## config.mk

```make
export PLATFORM = sky130hd
export DESIGN_NAME = thick_line_rasterizer_top
export DESIGN_NICKNAME = d
export VERILOG_FILES = /design/src/hw/rtl/tlr_pkg.sv /design/src/hw/rtl/tlr_core.sv /design/src/hw/rtl/tlr_pixel.sv /design/src/hw/rtl/thick_line_rasterizer_top.sv
export VERILOG_INCLUDE_DIRS = /design/src /design/src/hw/rtl
export SDC_FILE = /design/constraint.sdc
export NUM_CORES = 1
export LEC_CHECK = 0
export ABC_AREA = 1
export BUFFER_PORTS_ARGS = -buffer_cell sky130_fd_sc_hd__clkbuf_2
export CORE_UTILIZATION = 55
export DETAILED_ROUTE_END_ITERATION = 10
export PLACE_DENSITY = 0.77
export SYNTH_ARGS = -nofsm -noshare
export SYNTH_HDL_FRONTEND = slang
export SYNTH_SLANG_ARGS = --single-unit
```

## constraint.sdc

```tcl
create_clock -name clk_i -period 10.6 [get_ports clk_i]
set_input_delay 1.06 -clock clk_i [delete_from_list [all_inputs] [get_ports clk_i]]
set_output_delay 1.06 -clock clk_i [all_outputs]
set_load 0.02 [all_outputs]
```

## src/hw/rtl/thick_line_rasterizer_top_macros.svh

```systemverilog
// Assertion macros shared by the thick line rasterizer RTL.
// Every macro expects clk_i and rst_ni to exist in the module that uses it.
`ifndef THICK_LINE_RASTERIZER_TOP_MACROS_SVH
`define THICK_LINE_RASTERIZER_TOP_MACROS_SVH

// A property checked at every clock edge outside reset.
`define TLR_ASSERT(label, prop, msg) \
  label: assert property (@(posedge clk_i) disable iff (!rst_ni) prop) else $error(msg);

// A condition in one cycle that requires an expression in the next one.
`define TLR_ASSERT_NEXT(label, cond, expr, msg) \
  label: assert property (@(posedge clk_i) disable iff (!rst_ni) (cond) |=> (expr)) \
    else $error(msg);

`endif

```

## src/hw/rtl/tlr_pkg.sv

```systemverilog
// Package of the thick line rasterizer: operation and register codes,
// reset values of the window registers and the core status struct. No dependencies.
package tlr_pkg;

  localparam int CFG_W = 13;
  localparam int ADDR_W = 24;
  localparam int COLOR_W = 32;

  localparam logic OP_START = 1'b0;
  localparam logic OP_STEP  = 1'b1;

  localparam logic REG_WINDOW_WIDTH  = 1'b0;
  localparam logic REG_WINDOW_HEIGHT = 1'b1;

  localparam logic [CFG_W-1:0] WIN_W_RESET = 13'd640;
  localparam logic [CFG_W-1:0] WIN_H_RESET = 13'd480;

  // Status of the line walker for the current step.
  typedef struct packed {
    logic busy;  // a line is in progress, so a step produces a pixel
    logic last;  // this pixel closes the final stamp of the end point
  } core_flags_t;

endpackage

```

## src/hw/rtl/tlr_core.sv

```systemverilog
// Line walker of the thick line rasterizer: Bresenham state and brush offsets.
// Depends on tlr_pkg.
module tlr_core import tlr_pkg::*; #(
  parameter int COORD_BITS = 16,
  parameter int THICK_BITS = 8,
  localparam int PW = ((COORD_BITS > THICK_BITS) ? COORD_BITS : THICK_BITS) + 2
) (
  input  logic                         clk_i,
  input  logic                         rst_ni,
  input  logic                         accept_i,
  input  logic                         op_i,
  input  logic signed [COORD_BITS-1:0] start_x_i,
  input  logic signed [COORD_BITS-1:0] start_y_i,
  input  logic signed [COORD_BITS-1:0] end_x_i,
  input  logic signed [COORD_BITS-1:0] end_y_i,
  input  logic        [THICK_BITS-1:0] thickness_i,
  input  logic        [COLOR_W-1:0]    color_i,
  output logic signed [PW-1:0]         px_o,
  output logic signed [PW-1:0]         py_o,
  output logic        [COLOR_W-1:0]    color_o,
  output core_flags_t                  flags_o
);

  localparam int CW = COORD_BITS;
  localparam int TW = THICK_BITS;
  localparam int EW = COORD_BITS + 3;

  logic signed [CW-1:0] cur_x_q, cur_x_d, cur_y_q, cur_y_d;
  logic signed [CW-1:0] tgt_x_q, tgt_y_q;
  logic        [CW-1:0] dx_q, dy_q;
  logic signed [EW-1:0] err_q, err_d;
  logic                 dxn_q, dyn_q;
  logic        [TW-1:0] half_q;
  logic signed [TW:0]   off_i_q, off_i_d, off_j_q, off_j_d;
  logic [COLOR_W-1:0]   color_q;
  logic                 busy_q, busy_d;

  logic signed [CW:0]   diff_x, diff_y;
  logic        [CW-1:0] abs_x, abs_y;
  logic        [TW-1:0] new_half;
  logic signed [TW:0]   half_s, neg_half;
  logic                 j_wrap, i_wrap, at_end, stamp_done;
  logic signed [EW:0]   e2, dx_e, dy_e, err_n;
  logic                 step_x, step_y;

  // Endpoint differences for a new line.
  assign diff_x = $signed({end_x_i[CW-1], end_x_i}) - $signed({start_x_i[CW-1], start_x_i});
  assign diff_y = $signed({end_y_i[CW-1], end_y_i}) - $signed({start_y_i[CW-1], start_y_i});
  assign abs_x  = diff_x[CW] ? CW'(-diff_x) : diff_x[CW-1:0];
  assign abs_y  = diff_y[CW] ? CW'(-diff_y) : diff_y[CW-1:0];
  assign new_half = thickness_i >> 1;

  assign half_s   = $signed({1'b0, half_q});
  assign neg_half = -half_s;

  assign px_o = $signed({{(PW-CW){cur_x_q[CW-1]}}, cur_x_q})
              + $signed({{(PW-TW-1){off_i_q[TW]}}, off_i_q});
  assign py_o = $signed({{(PW-CW){cur_y_q[CW-1]}}, cur_y_q})
              + $signed({{(PW-TW-1){off_j_q[TW]}}, off_j_q});

  assign j_wrap     = (off_j_q == half_s);
  assign i_wrap     = (off_i_q == half_s);
  assign at_end     = (cur_x_q == tgt_x_q) && (cur_y_q == tgt_y_q);
  assign stamp_done = j_wrap && i_wrap;

  assign e2     = $signed({err_q, 1'b0});
  assign dx_e   = $signed({{(EW+1-CW){1'b0}}, dx_q});
  assign dy_e   = $signed({{(EW+1-CW){1'b0}}, dy_q});
  assign step_x = e2 > -dy_e;
  assign step_y = e2 < dx_e;
  assign err_n  = $signed({err_q[EW-1], err_q}) - (step_x ? dy_e : '0) + (step_y ? dx_e : '0);

  always_comb begin
    cur_x_d = cur_x_q;
    cur_y_d = cur_y_q;
    err_d   = err_q;
    off_i_d = off_i_q;
    off_j_d = off_j_q;
    busy_d  = busy_q;
    if (j_wrap) begin
      off_j_d = neg_half;
      if (i_wrap) begin
        off_i_d = neg_half;
        if (at_end) begin
          busy_d = 1'b0;
        end else begin
          err_d = err_n[EW-1:0];
          if (step_x) begin
            cur_x_d = dxn_q ? cur_x_q - CW'(1) : cur_x_q + CW'(1);
          end
          if (step_y) begin
            cur_y_d = dyn_q ? cur_y_q - CW'(1) : cur_y_q + CW'(1);
          end
        end
      end else begin
        off_i_d = off_i_q + (TW+1)'(1);
      end
    end else begin
      off_j_d = off_j_q + (TW+1)'(1);
    end
  end

  always_ff @(posedge clk_i or negedge rst_ni) begin
    if (!rst_ni) begin
      busy_q <= 1'b0;
    end else if (accept_i) begin
      if (op_i == OP_START) begin
        busy_q <= 1'b1;
      end else if (busy_q) begin
        busy_q <= busy_d;
      end
    end
  end

  always_ff @(posedge clk_i) begin
    if (accept_i) begin
      if (op_i == OP_START) begin
        cur_x_q <= start_x_i;
        cur_y_q <= start_y_i;
        tgt_x_q <= end_x_i;
        tgt_y_q <= end_y_i;
        dx_q    <= abs_x;
        dy_q    <= abs_y;
        dxn_q   <= diff_x[CW] || (diff_x == '0);
        dyn_q   <= diff_y[CW] || (diff_y == '0);
        err_q   <= $signed({{(EW-CW){1'b0}}, abs_x}) - $signed({{(EW-CW){1'b0}}, abs_y});
        half_q  <= new_half;
        off_i_q <= -$signed({1'b0, new_half});
        off_j_q <= -$signed({1'b0, new_half});
        color_q <= color_i;
      end else if (busy_q) begin
        cur_x_q <= cur_x_d;
        cur_y_q <= cur_y_d;
        err_q   <= err_d;
        off_i_q <= off_i_d;
        off_j_q <= off_j_d;
      end
    end
  end

  assign color_o       = color_q;
  assign flags_o.busy  = busy_q;
  assign flags_o.last  = stamp_done && at_end;

endmodule

```

## src/hw/rtl/tlr_pixel.sv

```systemverilog
// Window clipping and framebuffer address of one brush pixel.
// Depends on tlr_pkg.
module tlr_pixel import tlr_pkg::*; #(
  parameter int PW = 18
) (
  input  logic signed [PW-1:0]      px_i,
  input  logic signed [PW-1:0]      py_i,
  input  logic        [CFG_W-1:0]   win_w_i,
  input  logic        [CFG_W-1:0]   win_h_i,
  input  logic        [COLOR_W-1:0] color_i,
  output logic                      we_o,
  output logic        [ADDR_W-1:0]  addr_o,
  output logic        [COLOR_W-1:0] color_o
);

  localparam int UW = (PW - 1 > CFG_W) ? PW - 1 : CFG_W;

  logic [UW-1:0]          px_u, py_u;
  logic                   in_win;
  logic [2*CFG_W-1:0]     row_base;
  logic [2*CFG_W-1:0]     lin_addr;

  assign px_u = UW'(px_i[PW-2:0]);
  assign py_u = UW'(py_i[PW-2:0]);

  assign in_win = !px_i[PW-1] && (px_u < UW'(win_w_i))
               && !py_i[PW-1] && (py_u < UW'(win_h_i));

  // Inside the window both coordinates fit the register width, so the low
  // bits are enough for the row base.
  assign row_base = py_u[CFG_W-1:0] * win_w_i;
  assign lin_addr = row_base + {{CFG_W{1'b0}}, px_u[CFG_W-1:0]};

  assign we_o    = in_win;
  assign addr_o  = in_win ? lin_addr[ADDR_W-1:0] : '0;
  assign color_o = in_win ? color_i : '0;

endmodule

```

## src/hw/rtl/thick_line_rasterizer_top.sv

```systemverilog
// Top level of the thick line rasterizer: stream ports, window registers and
// the result register. Depends on tlr_pkg, tlr_core, tlr_pixel and the macro header.
//
// Usage: a beat on the slave stream with tuser = 0 starts a line from the
// endpoints, thickness and color in tdata; it answers with one beat that has
// active set and nothing else. Each following beat with tuser = 1 is a step
// and answers with exactly one brush pixel: x and y, and when the pixel lies
// inside the window also write enable (master tuser), the address
// y * window_width + x and the color. tlast marks the final pixel of the
// end point's stamp; that beat has active clear. A step while idle returns zeros.
// Each input beat yields its result beat in the next cycle in the single output
// register, so one beat is taken every cycle while the receiver is ready. When the
// receiver stalls, the result holds and beats are taken only in the cycle the
// result is drained. Reset empties the output, stops any line and sets the window
// to 640 by 480. The window registers are written through cfg_we_i, cfg_index_i
// and cfg_data_i by the user only while no line runs; the block does not enforce it.
`include "thick_line_rasterizer_top_macros.svh"

module thick_line_rasterizer_top import tlr_pkg::*; #(
  parameter int COORD_BITS = 16,
  parameter int THICK_BITS = 8,
  localparam int IN_W  = ((4 * COORD_BITS + THICK_BITS + COLOR_W + 7) / 8) * 8,
  localparam int OUT_W = ((2 * COORD_BITS + ADDR_W + COLOR_W + 1 + 7) / 8) * 8
) (
  input  logic             clk_i,
  input  logic             rst_ni,
  // start_x, start_y, end_x, end_y, thickness, color, zero fill
  input  logic [IN_W-1:0]  s_axis_tdata_i,
  // operation
  input  logic             s_axis_tuser_i,
  input  logic             s_axis_tvalid_i,
  output logic             s_axis_tready_o,
  // pixel_x, pixel_y, pixel_address, pixel_color, active, zero fill
  output logic [OUT_W-1:0] m_axis_tdata_o,
  // write_enable
  output logic             m_axis_tuser_o,
  output logic             m_axis_tlast_o,
  output logic             m_axis_tvalid_o,
  input  logic             m_axis_tready_i,
  input  logic             cfg_we_i,
  input  logic             cfg_index_i,
  input  logic [CFG_W-1:0] cfg_data_i
);

  localparam int CW = COORD_BITS;
  localparam int TW = THICK_BITS;
  localparam int PW = ((CW > TW) ? CW : TW) + 2;

  logic [CFG_W-1:0] win_w_q, win_h_q;

  logic             s_accept;
  logic             is_start, pix;
  logic signed [PW-1:0] px, py;
  logic [COLOR_W-1:0]   line_color, pix_color;
  core_flags_t          flags;
  logic                 pix_we;
  logic [ADDR_W-1:0]    pix_addr;

  logic                 out_valid_q;
  logic                 out_we_q, out_we_d;
  logic signed [CW-1:0] out_x_q, out_x_d, out_y_q, out_y_d;
  logic [ADDR_W-1:0]    out_addr_q, out_addr_d;
  logic [COLOR_W-1:0]   out_color_q, out_color_d;
  logic                 out_last_q, out_last_d;
  logic                 out_active_q, out_active_d;

  always_ff @(posedge clk_i or negedge rst_ni) begin
    if (!rst_ni) begin
      win_w_q <= WIN_W_RESET;
      win_h_q <= WIN_H_RESET;
    end else if (cfg_we_i) begin
      unique case (cfg_index_i)
        REG_WINDOW_WIDTH:  win_w_q <= cfg_data_i;
        REG_WINDOW_HEIGHT: win_h_q <= cfg_data_i;
      endcase
    end
  end

  assign s_axis_tready_o = !out_valid_q || m_axis_tready_i;
  assign s_accept        = s_axis_tvalid_i && s_axis_tready_o;

  tlr_core #(
    .COORD_BITS (COORD_BITS),
    .THICK_BITS (THICK_BITS)
  ) u_core (
    .clk_i       (clk_i),
    .rst_ni      (rst_ni),
    .accept_i    (s_accept),
    .op_i        (s_axis_tuser_i),
    .start_x_i   (s_axis_tdata_i[0 +: CW]),
    .start_y_i   (s_axis_tdata_i[CW +: CW]),
    .end_x_i     (s_axis_tdata_i[2*CW +: CW]),
    .end_y_i     (s_axis_tdata_i[3*CW +: CW]),
    .thickness_i (s_axis_tdata_i[4*CW +: TW]),
    .color_i     (s_axis_tdata_i[4*CW+TW +: COLOR_W]),
    .px_o        (px),
    .py_o        (py),
    .color_o     (line_color),
    .flags_o     (flags)
  );

  tlr_pixel #(
    .PW (PW)
  ) u_pixel (
    .px_i    (px),
    .py_i    (py),
    .win_w_i (win_w_q),
    .win_h_i (win_h_q),
    .color_i (line_color),
    .we_o    (pix_we),
    .addr_o  (pix_addr),
    .color_o (pix_color)
  );

  // A start beat answers with active only; a step while idle answers with zeros.
  assign is_start     = (s_axis_tuser_i == OP_START);
  assign pix          = !is_start && flags.busy;
  assign out_we_d     = pix && pix_we;
  assign out_x_d      = pix ? px[CW-1:0] : '0;
  assign out_y_d      = pix ? py[CW-1:0] : '0;
  assign out_addr_d   = pix ? pix_addr : '0;
  assign out_color_d  = pix ? pix_color : '0;
  assign out_last_d   = pix && flags.last;
  assign out_active_d = is_start || (pix && !flags.last);

  always_ff @(posedge clk_i or negedge rst_ni) begin
    if (!rst_ni) begin
      out_valid_q <= 1'b0;
    end else if (s_accept) begin
      out_valid_q <= 1'b1;
    end else if (m_axis_tready_i) begin
      out_valid_q <= 1'b0;
    end
  end

  always_ff @(posedge clk_i) begin
    if (s_accept) begin
      out_we_q     <= out_we_d;
      out_x_q      <= out_x_d;
      out_y_q      <= out_y_d;
      out_addr_q   <= out_addr_d;
      out_color_q  <= out_color_d;
      out_last_q   <= out_last_d;
      out_active_q <= out_active_d;
    end
  end

  assign m_axis_tvalid_o = out_valid_q;
  assign m_axis_tuser_o  = out_we_q;
  assign m_axis_tlast_o  = out_last_q;
  assign m_axis_tdata_o  = OUT_W'({out_active_q, out_color_q, out_addr_q, out_y_q, out_x_q});

  `TLR_ASSERT(a_ready_when_empty, !out_valid_q |-> s_axis_tready_o, "input stalled while output register is empty")
  `TLR_ASSERT(a_last_ends_line, (out_valid_q && out_last_q) |-> !out_active_q, "line still active after its last pixel")
  `TLR_ASSERT(a_clipped_is_blank, (out_valid_q && !out_we_q) |-> (out_addr_q == '0 && out_color_q == '0), "suppressed pixel carries address or color")
  `TLR_ASSERT_NEXT(a_start_result, s_accept && is_start, out_valid_q && out_active_q && !out_we_q && !out_last_q, "start beat gave a wrong result")

endmodule
```

==> results of run 1 <==
[report_power, final]
group	switching, mW	leakage, nW	internal (mW)
combinational	4.18	12.3	2.39
sequential	0.0755	2.85	1.38
clock	0.468	0.463	0.588
[cells by family (layout without fill, tap and decap cells)]
logic type,Yosys count,count (layout)
buffers and inverters,742,978
other,1,7
XOR/XNOR,141,141
AND/OR/NAND/NOR,1439,1439
multiplexers,2,2
AO/OA/AOI/OAI,431,431
flip-flops,293,293
adder cells (fa/ha/maj),423,423
[final timing paths]
check	from	to	slack [ps]
worst max register to register	u_core.off_j_q[0]$_DFFE_PP_	out_addr_q[20]$_SDFFCE_PN0P_	2860
worst min-delay path	win_h_q[2]$_DFFE_PN0P_	win_h_q[2]$_DFFE_PN0P_	490
worst min register to register	win_h_q[2]$_DFFE_PN0P_	win_h_q[2]$_DFFE_PN0P_	490
min in group asynchronous	rst_ni	win_w_q[0]$_DFFE_PN0P_	560
worst max-delay path	u_core.off_j_q[0]$_DFFE_PP_	out_addr_q[20]$_SDFFCE_PN0P_	2860
max in group asynchronous	rst_ni	m_axis_tvalid_o$_DFFE_PN0P_	9490
[sequential cells by signal, indices dropped and copies added (netlist names), 7 cells and up]
signal,flops
u_core.dx_q,16
u_core.color_o,32
u_core.half_q,7
u_core.err_q,19
out_addr_q,24
win_h_q,13
out_color_q,32
out_y_q,16
u_core.tgt_y_q,16
win_w_q,13
u_core.off_j_q,9
u_core.tgt_x_q,16
out_x_q,16
u_core.cur_y_q,16
u_core.off_i_q,9
u_core.cur_x_q,16
u_core.dy_q,16
[per-layer routing]
| layer | GRT usage | share of wire |
|---|---|---|
| met5 | 0 | 0 |
| met2 | 0.509 | 0.48 |
| met1 | 0.382 | 0.41 |
| met4 | 0.126 | 0.042 |
| met3 | 0.0392 | 0.071 |
[worst register-to-register path: cells and delay by family, from the launching register on]
kind / cells / cell delay [ps]
adder cells (fa/ha/maj): 9 / 4210
XOR/XNOR: 1 / 170
buffers and inverters: 6 / 680
AO/OA/AOI/OAI: 7 / 1280
flip-flops: 1 / 510
AND/OR/NAND/NOR: 6 / 630
[cell usage in the layout, fill, tap and decap left out, types with 4 or more instances in the layout]
cell,count
clkinvlp_4,4
nor2_2,30
a21o_1,10
xor2_1,84
xnor2_1,57
o21bai_1,8
nor2_1,321
o211ai_1,8
a21boi_0,6
nand3_1,169
fa_1,152
nand3b_1,15
nand2_1,781
clkbuf_16,31
clkinv_2,4
and2_1,5
a21oi_1,189
o21ai_0,160
a31oi_1,9
edfxtp_1,265
ha_1,271
inv_1,665
buf_4,19
nor4_1,10
clkbuf_2,215
conb_1,7
dfrtp_1,22
or2_2,18
clkbuf_1,6
nor3_1,32
clkinv_1,14
o31ai_1,11
o22ai_1,7
nand4_1,45
o21ai_1,10
inv_2,12
dfstp_2,6
[through the flow]
step                hold slack, ps  cells
floorplan                      453   3478
global placement               466   4321
detailed placement             474   4321
CTS                            488   4378
global route                   510   4378
finish                         489   4378
[cell type report]
cell class | count | area [µm²]
fill | 4293 | 18800
clock buffer | 37 | 798
clock inverter | 20 | 173
timing repair buffer | 234 | 1220
tap | 664 | 831
sequential | 293 | 8670
inverter | 687 | 2580
multi-input combinational | 2443 | 16100
==> flow_summary.yaml, run 1 <==
yosys:
  ys_seq_elements: 293
  synth_sequential_area_ratio: 0.314
  synth_top_family_by_area: "adder cells"
  synthMostInstantiatedCell: "nand2_1"
  main_area_contributors_after_synthesis: "edfxtp_1, ha_1, fa_1"
  mappedNetlistArea_mm2: 0.0276
  synth.mux.area_fraction: 0.000771
  synth.yosys.warnings: 0
  yosys.area_share.xor_xnor: 0.0448
  synthesized_area_fraction_occupied_by_adder_cells: 0.233
  yosys.area.top_type_share: 0.289
  post-synth-top-area-cell: "edfxtp_1"
  post_synth_num_cell_types: 54
  post_synth_most_frequent_cells: "nand2_1, inv_1, nor2_1"
  synth_flop_cell: "edfxtp_1"
  synth_simple_gate_area_share: 0.219
  number_of_flops_mapped_to_enable_cells_by_yosys: 265
  synth_compound_area_frac: 0.0845
  syn_avg_cell_area_um2: 7.94
  syn_inst: 3472
  synth_async_sr_flop_share: 0.0956
timing:
  fin_crit_ps: 7740
  report.final.setup_viol: 0
  maxSlewHeadroom: 0.220
  finalHoldViolations: 0
  maxClockFrequency_mhz: 129
  finalMaxSlewViolations: 0
  skew_ps: 22.1
  final.period_utilization: 0.730
  grt_setup_unrepaired: "false"
  fin_setup_tns_ps: 0
  timing_worst_slew_pin_value_ps: 1170
  final_critical_path_setup_slack_ps: 2860
outcome:
  outcome: "finished, final reports clean"
layout:
  num-nets-final: 4237
  finalInstanceArea_mm2: 0.0304
  antennaDiodeCount: 0
  post-route-util: 0.618
  fraction_of_layout_instances_using_a_drive_strength_above_1: 0.0953
  syn2layout_area_growth_pct: 10.1
grt:
  first_global_vias: 22680
  wire_length_of_the_first_global_routing_pass_um: 119000
  global_route.usage.total: 0.299
  number_of_antenna_violations_at_the_first_check_in_global_routing: 0
  pin_count_of_the_biggest_net_entering_global_routing: 70
  grt.overflow.total: 0
worst_setup_path:
  max_stage_delay_ps: 550
  critical_path_required_ps: 10890
  critical_path_buf_inv_count: 6
  kind_of_critical_path: "reg2reg"
  critical_path.slowest_cell: "fa_1"
  timing.critical_path.from_type: "flip-flop"
  maximum_net_fanout_on_the_critical_path: 8
  setup.worst_path.end_class: "flip-flop"
  timing.critical_path.depth: 29
  timing.critical_path.arrival_ps: 8030
  family_with_the_most_delay_on_the_worst_path: "adder cells"
  crit_top_cell: "fa_1"
  timing.reg2reg.worst_path_depth: 29
route:
  post_drt_wl_per_cell_um: 17.1
  drc_errors: 0
  routed_via_density: 5.39
  routed_wirelength_um: 75000
  routed-via-count: 23603
  drt_first_pass_iters: 6
  initialDrtViolationCount: 2013
  antenna_violating_nets_post_route: 0
run:
  drv_cap: 0
power_and_ir_drop:
  max-vdd-ir-drop_uv: 410
  p_per_area_mw_per_mm2: 299
  finalPower_mw: 9.08
  leakagePower_nw: 15.6
min_path:
  worst_hold_path.num_cells: 2
  holdCritPathClass: "reg2reg"
placed_design:
  dpl_worst_slack_ps: 2920
  io_buffer_count: 215
  dp_hpwl_um: 61400
  placement.cell_area_mm2: 0.0294
  gp_congestion: 0.955
die:
  chipWidth_um: 226
  die_height_um: 226
  floorplan.initialDensity: 0.561
  num_io_pins: 224
  placementRows: 81
  floorplan.core_area_mm2: 0.0492
  fp.dieArea_mm2: 0.0510
cts:
  cts_max_level: 1
  cts.repair_timing.setup_buffer_count: 0
  cts-root-to-sink-buffers: 3
  cts.sinks: 293
  cts_hold_buffers: 0
  clk-insertion-delay-late_ps: 590
  tritoncts: "yes"
  cts_made_buffers: 31
  cts_repair_resize_count: 0
  clk_pin_slew_ps: 60
  cts.root.buffer_cell: "clkbuf_16"
Power figures use the tool's default switching activity.
==> inputs of run 2 (changes only) <==
- clock period: 10.6 -> 7.7 ns (I/O delays scaled with it)
==> flow_summary.yaml, run 2 (synthesized netlist as in run 1, its figures left out) <==
outcome:
  outcome: "finished, final reports clean"
grt:
  pin_count_of_the_biggest_net_entering_global_routing: 72
  number_of_antenna_violations_at_the_first_check_in_global_routing: 0
  grt.overflow.total: 0
  first_global_vias: 22589
  global_route.usage.total: 0.301
  wire_length_of_the_first_global_routing_pass_um: 119000
placed_design:
  dp_hpwl_um: 61600
  place_inst: 4328
  gp_congestion: 0.989
  placement.cell_area_mm2: 0.0294
  io_buffer_count: 215
die:
  num_io_pins: 224
  chipWidth_um: 226
  die_height_um: 226
  floorplan.core_area_mm2: 0.0492
  fp.dieArea_mm2: 0.0510
  floorplan.initialDensity: 0.561
  placementRows: 81
route:
  antenna_violating_nets_post_route: 0
  post_drt_wl_per_cell_um: 17.1
  routed_wirelength_um: 75200
  drc_errors: 0
  drt_first_pass_iters: 6
  routed-via-count: 23729
  initialDrtViolationCount: 1988
  routed_via_density: 5.40
cts:
  clk-insertion-delay-late_ps: 560
  cts.sinks: 293
  cts.root.buffer_cell: "clkbuf_16"
  cts-root-to-sink-buffers: 3
  cts_max_level: 2
  cts_made_buffers: 34
  tritoncts: "yes"
  clk_pin_slew_ps: 60
worst_setup_path:
  family_with_the_most_delay_on_the_worst_path: "adder cells"
  crit-reg2reg-launch: "u_core.off_j_q[0]$_DFFE_PP_"
  max_stage_delay_ps: 560
  setup.worst_path.end_class: "flip-flop"
  critical_path_buf_inv_count: 6
  maximum_net_fanout_on_the_critical_path: 8
  critical_path.slowest_cell: "fa_1"
  timing.critical_path.from_type: "flip-flop"
  critical_path_required_ps: 7980
  timing.critical_path.arrival_ps: 7530
  crit_top_cell: "fa_1"
  kind_of_critical_path: "reg2reg"
  critPathLaunch: "u_core.off_j_q[0]$_DFFE_PP_"
timing:
  skew_ps: 20.6
  timing_worst_slew_pin_value_ps: 1150
  fin_crit_ps: 7250
  final.period_utilization: 0.942
  fin_setup_tns_ps: 0
  grt_setup_unrepaired: "false"
  maxClockFrequency_mhz: 138
  finalHoldViolations: 0
  finalMaxSlewViolations: 0
  maxSlewHeadroom: 0.231
  report.final.setup_viol: 0
layout:
  mostFrequentLayoutCell: "nand2_1"
  fraction_of_layout_instances_using_a_drive_strength_above_1: 0.101
  total_area_of_multi_input_combinational_cells_mm2: 0.0161
  syn2layout_area_growth_pct: 11.0
  antennaDiodeCount: 0
  finish.cell_count_without_fillers: 4392
  num-nets-final: 4249
  seq_area_mm2: 0.00867
  fill_cells: 4304
  most_frequent_cells_in_the_layout: "nand2_1, inv_1, nor2_1, ha_1, edfxtp_1"
  finalInstanceArea_mm2: 0.0306
power_and_ir_drop:
  p_per_area_mw_per_mm2: 422
  max-vdd-ir-drop_uv: 666
  leakagePower_nw: 15.7
min_path:
  holdCritPathClass: "in2async"
run:
  drv_cap: 0
run 2: final cells by class:
class                           count  area share
Multi-Input combinational cell   2443       0.527
Sequential cell                   293       0.283
Inverter                          687      0.0844
Timing Repair Buffer              243      0.0420
Clock buffer                       41      0.0297
Tap cell                          664      0.0272
Clock inverter                     21     0.00695
run 2: where the power goes:
group / total (mW) / leakage, nW / internal (mW) / switching [mW]
logic: 9.27 / 12.3 / 3.42 / 5.85
registers: 2.01 / 2.85 / 1.90 / 0.105
clock network: 1.63 / 0.552 / 0.953 / 0.675
run 2: through the flow:
stage	setup slack, ps	hold WS, ps	utilization	total power, mW
floorplan	57.6	453	-	8.77
global placement	283	467	0.599	10.9
detailed placement	180	475	0.599	11.0
CTS	162	327	0.622	12.7
global route	38.2	361	0.622	14.2
finish	447	318	0.622	12.9
run 2: routing by layer:
layer  up-vias  share of wire  global-route usage  wire (µm)
met5         -              0                   0          0
met4         0          0.051               0.148       3870
met3       196          0.077              0.0451       5770
met2       932           0.46               0.489      34400
met1     11001           0.41               0.393      31200
li1      11600              -                   -          -
run 2: final timing paths:
path	end	slack, ps	depth (start not counted)
min	win_w_q[1]$_DFFE_PN0P_	320	1
max	out_addr_q[18]$_SDFFCE_PN0P_	450	28
max reg2reg	out_addr_q[18]$_SDFFCE_PN0P_	450	28
max in group asynchronous	m_axis_tvalid_o$_DFFE_PN0P_	6850	1
min in group clk_i	u_core.color_o[2]$_DFFE_PP_	390	1
min reg2reg	win_h_q[12]$_DFFE_PN0P_	490	2
run 2: what timing repair did:
action / CTS / global route
hold endpoints to repair: 0 / 0
endpoints found under the setup margin: 0 / 9
buffers inserted: 0 / 2
resized for setup: 0 / 7
hold buffers: 0 / 0
==> inputs of run 3 (changes only) <==
- PLACE_DENSITY: 0.77 -> 0.82
==> flow_summary.yaml, run 3 (synthesized netlist as in run 1, its figures left out) <==
placed_design:
  place_inst: 4332
  dpl_worst_slack_ps: 349
  dp_hpwl_um: 62600
  io_buffer_count: 215
  gp_congestion: 1.00
worst_setup_path:
  critical_path.slowest_cell: "fa_1"
  timing.critical_path.from_type: "flip-flop"
  kind_of_critical_path: "reg2reg"
  setup.worst_path.end_class: "flip-flop"
  maximum_net_fanout_on_the_critical_path: 7
  r2r-end: "out_addr_q[17]$_SDFFCE_PN0P_"
  r2r_setup_slack_ps: 440
  critical_path_buf_inv_count: 9
  crit_top_cell: "inv_1"
  critPathLaunch: "u_core.off_j_q[0]$_DFFE_PP_"
  timing.critical_path.arrival_ps: 7590
  family_with_the_most_delay_on_the_worst_path: "adder cells"
  timing.reg2reg.worst_path_depth: 32
  max_stage_delay_ps: 540
  critical_path_required_ps: 8020
  crit-reg2reg-launch: "u_core.off_j_q[0]$_DFFE_PP_"
  crit_end: "out_addr_q[17]$_SDFFCE_PN0P_"
  timing.critical_path.depth: 32
timing:
  maxClockFrequency_mhz: 138
  fin_crit_ps: 7260
  final_critical_path_setup_slack_ps: 439
  fin_setup_tns_ps: 0
  final.period_utilization: 0.943
  finalMaxSlewViolations: 0
  finalHoldViolations: 0
  grt_setup_unrepaired: "false"
  maxSlewHeadroom: 0.306
  skew_ps: 16.8
  timing_worst_slew_pin_value_ps: 1030
  report.final.setup_viol: 0
layout:
  finish.cell_count_without_fillers: 4389
  post-route-util: 0.619
  antennaDiodeCount: 0
  fill_cells: 4261
  fraction_of_layout_instances_using_a_drive_strength_above_1: 0.0993
  mostFrequentLayoutCell: "nand2_1"
  most_frequent_cells_in_the_layout: "nand2_1, inv_1, nor2_1, ha_1, edfxtp_1"
  num-nets-final: 4248
  syn2layout_area_growth_pct: 10.4
  seq_area_mm2: 0.00867
  total_area_of_multi_input_combinational_cells_mm2: 0.0161
grt:
  globalRouteMet2Util: 0.516
  global_route.usage.total: 0.303
  grt_util_met3: 0.0477
  first_global_vias: 22929
  number_of_antenna_violations_at_the_first_check_in_global_routing: 0
  grt.overflow.total: 0
  wire_length_of_the_first_global_routing_pass_um: 121000
  pin_count_of_the_biggest_net_entering_global_routing: 71
  grt_util_met1: 0.382
  top_usage_layer: "met2"
die:
  floorplan.core_area_mm2: 0.0492
  die_height_um: 226
  num_io_pins: 224
  placementRows: 81
  floorplan.initialDensity: 0.561
  chipWidth_um: 226
  fp.dieArea_mm2: 0.0510
min_path:
  holdCritPathClass: "in2async"
power_and_ir_drop:
  leakagePower_nw: 15.6
  finalPower_mw: 12.6
  max-vdd-ir-drop_uv: 649
  p_per_area_mw_per_mm2: 412
cts:
  clk-insertion-delay-late_ps: 600
  cts.sinks: 293
  tritoncts: "yes"
  cts_max_level: 1
  clk_pin_slew_ps: 70
  cts-root-to-sink-buffers: 3
  cts_made_buffers: 30
  cts.root.buffer_cell: "clkbuf_16"
outcome:
  outcome: "finished, final reports clean"
route:
  drc_errors: 0
  post_drt_wl_per_cell_um: 17.3
  initialDrtViolationCount: 1748
  antenna_violating_nets_post_route: 0
  routed_wirelength_um: 76100
  routed_via_density: 5.42
  routed-via-count: 23800
  drt_first_pass_iters: 6
run:
  drv_cap: 0
run 3: worst min-delay path by stage:
| stage | to | slack, ps | depth (start not counted) |
|---|---|---|---|
| 2_1_floorplan | win_h_q[10]$_DFFE_PN0P_ | 450 | 2 |
| 3_3_place_gp | win_h_q[2]$_DFFE_PN0P_ | 470 | 2 |
| 3_5_place_dp | win_h_q[2]$_DFFE_PN0P_ | 470 | 2 |
| 4_1_cts | u_core.busy_q$_DFFE_PN0P_ | 250 | 1 |
| 5_1_grt | m_axis_tvalid_o$_DFFE_PN0P_ | 280 | 1 |
| 6_report | m_axis_tvalid_o$_DFFE_PN0P_ | 250 | 1 |
run 3: per-stage QoR:
step                      hold slack [ps]  area (µm²)
after floorplan                       453       27600
after global placement                468       29500
after detailed placement              474       29500
after CTS                             248       30400
after global routing                  284       30400
final                                 253       30400
run 3: routing by layer:
layer  wire length, µm  vias up
met3              5880      194
met2             36300      935
met4              3430        0
met5                 0        -
met1             30500    11079
li1                  -    11592
run 3: area by class of cell:
class | instances | share of cell area
inverters | 687 | 0.0848
clock inverters | 23 | 0.00592
multi-input cells | 2443 | 0.529
well taps | 664 | 0.0273
clock buffers | 33 | 0.0250
repair buffers | 246 | 0.0430
flip-flops and latches | 293 | 0.285
run 3: where the power goes:
| group | leakage (nW) | internal, mW | switching, mW |
|---|---|---|---|
| Combinational | 12.3 | 3.38 | 5.76 |
| Clock | 0.463 | 0.758 | 0.642 |
| Sequential | 2.85 | 1.90 | 0.104 |
| Total | 15.6 | 6.04 | 6.51 |
run 3: repair_timing:
item | CTS | global route
hold buffers | 0 | 0
setup buffers | 0 | 1
setup endpoints to repair | 0 | 7
gates resized for setup | 0 | 5
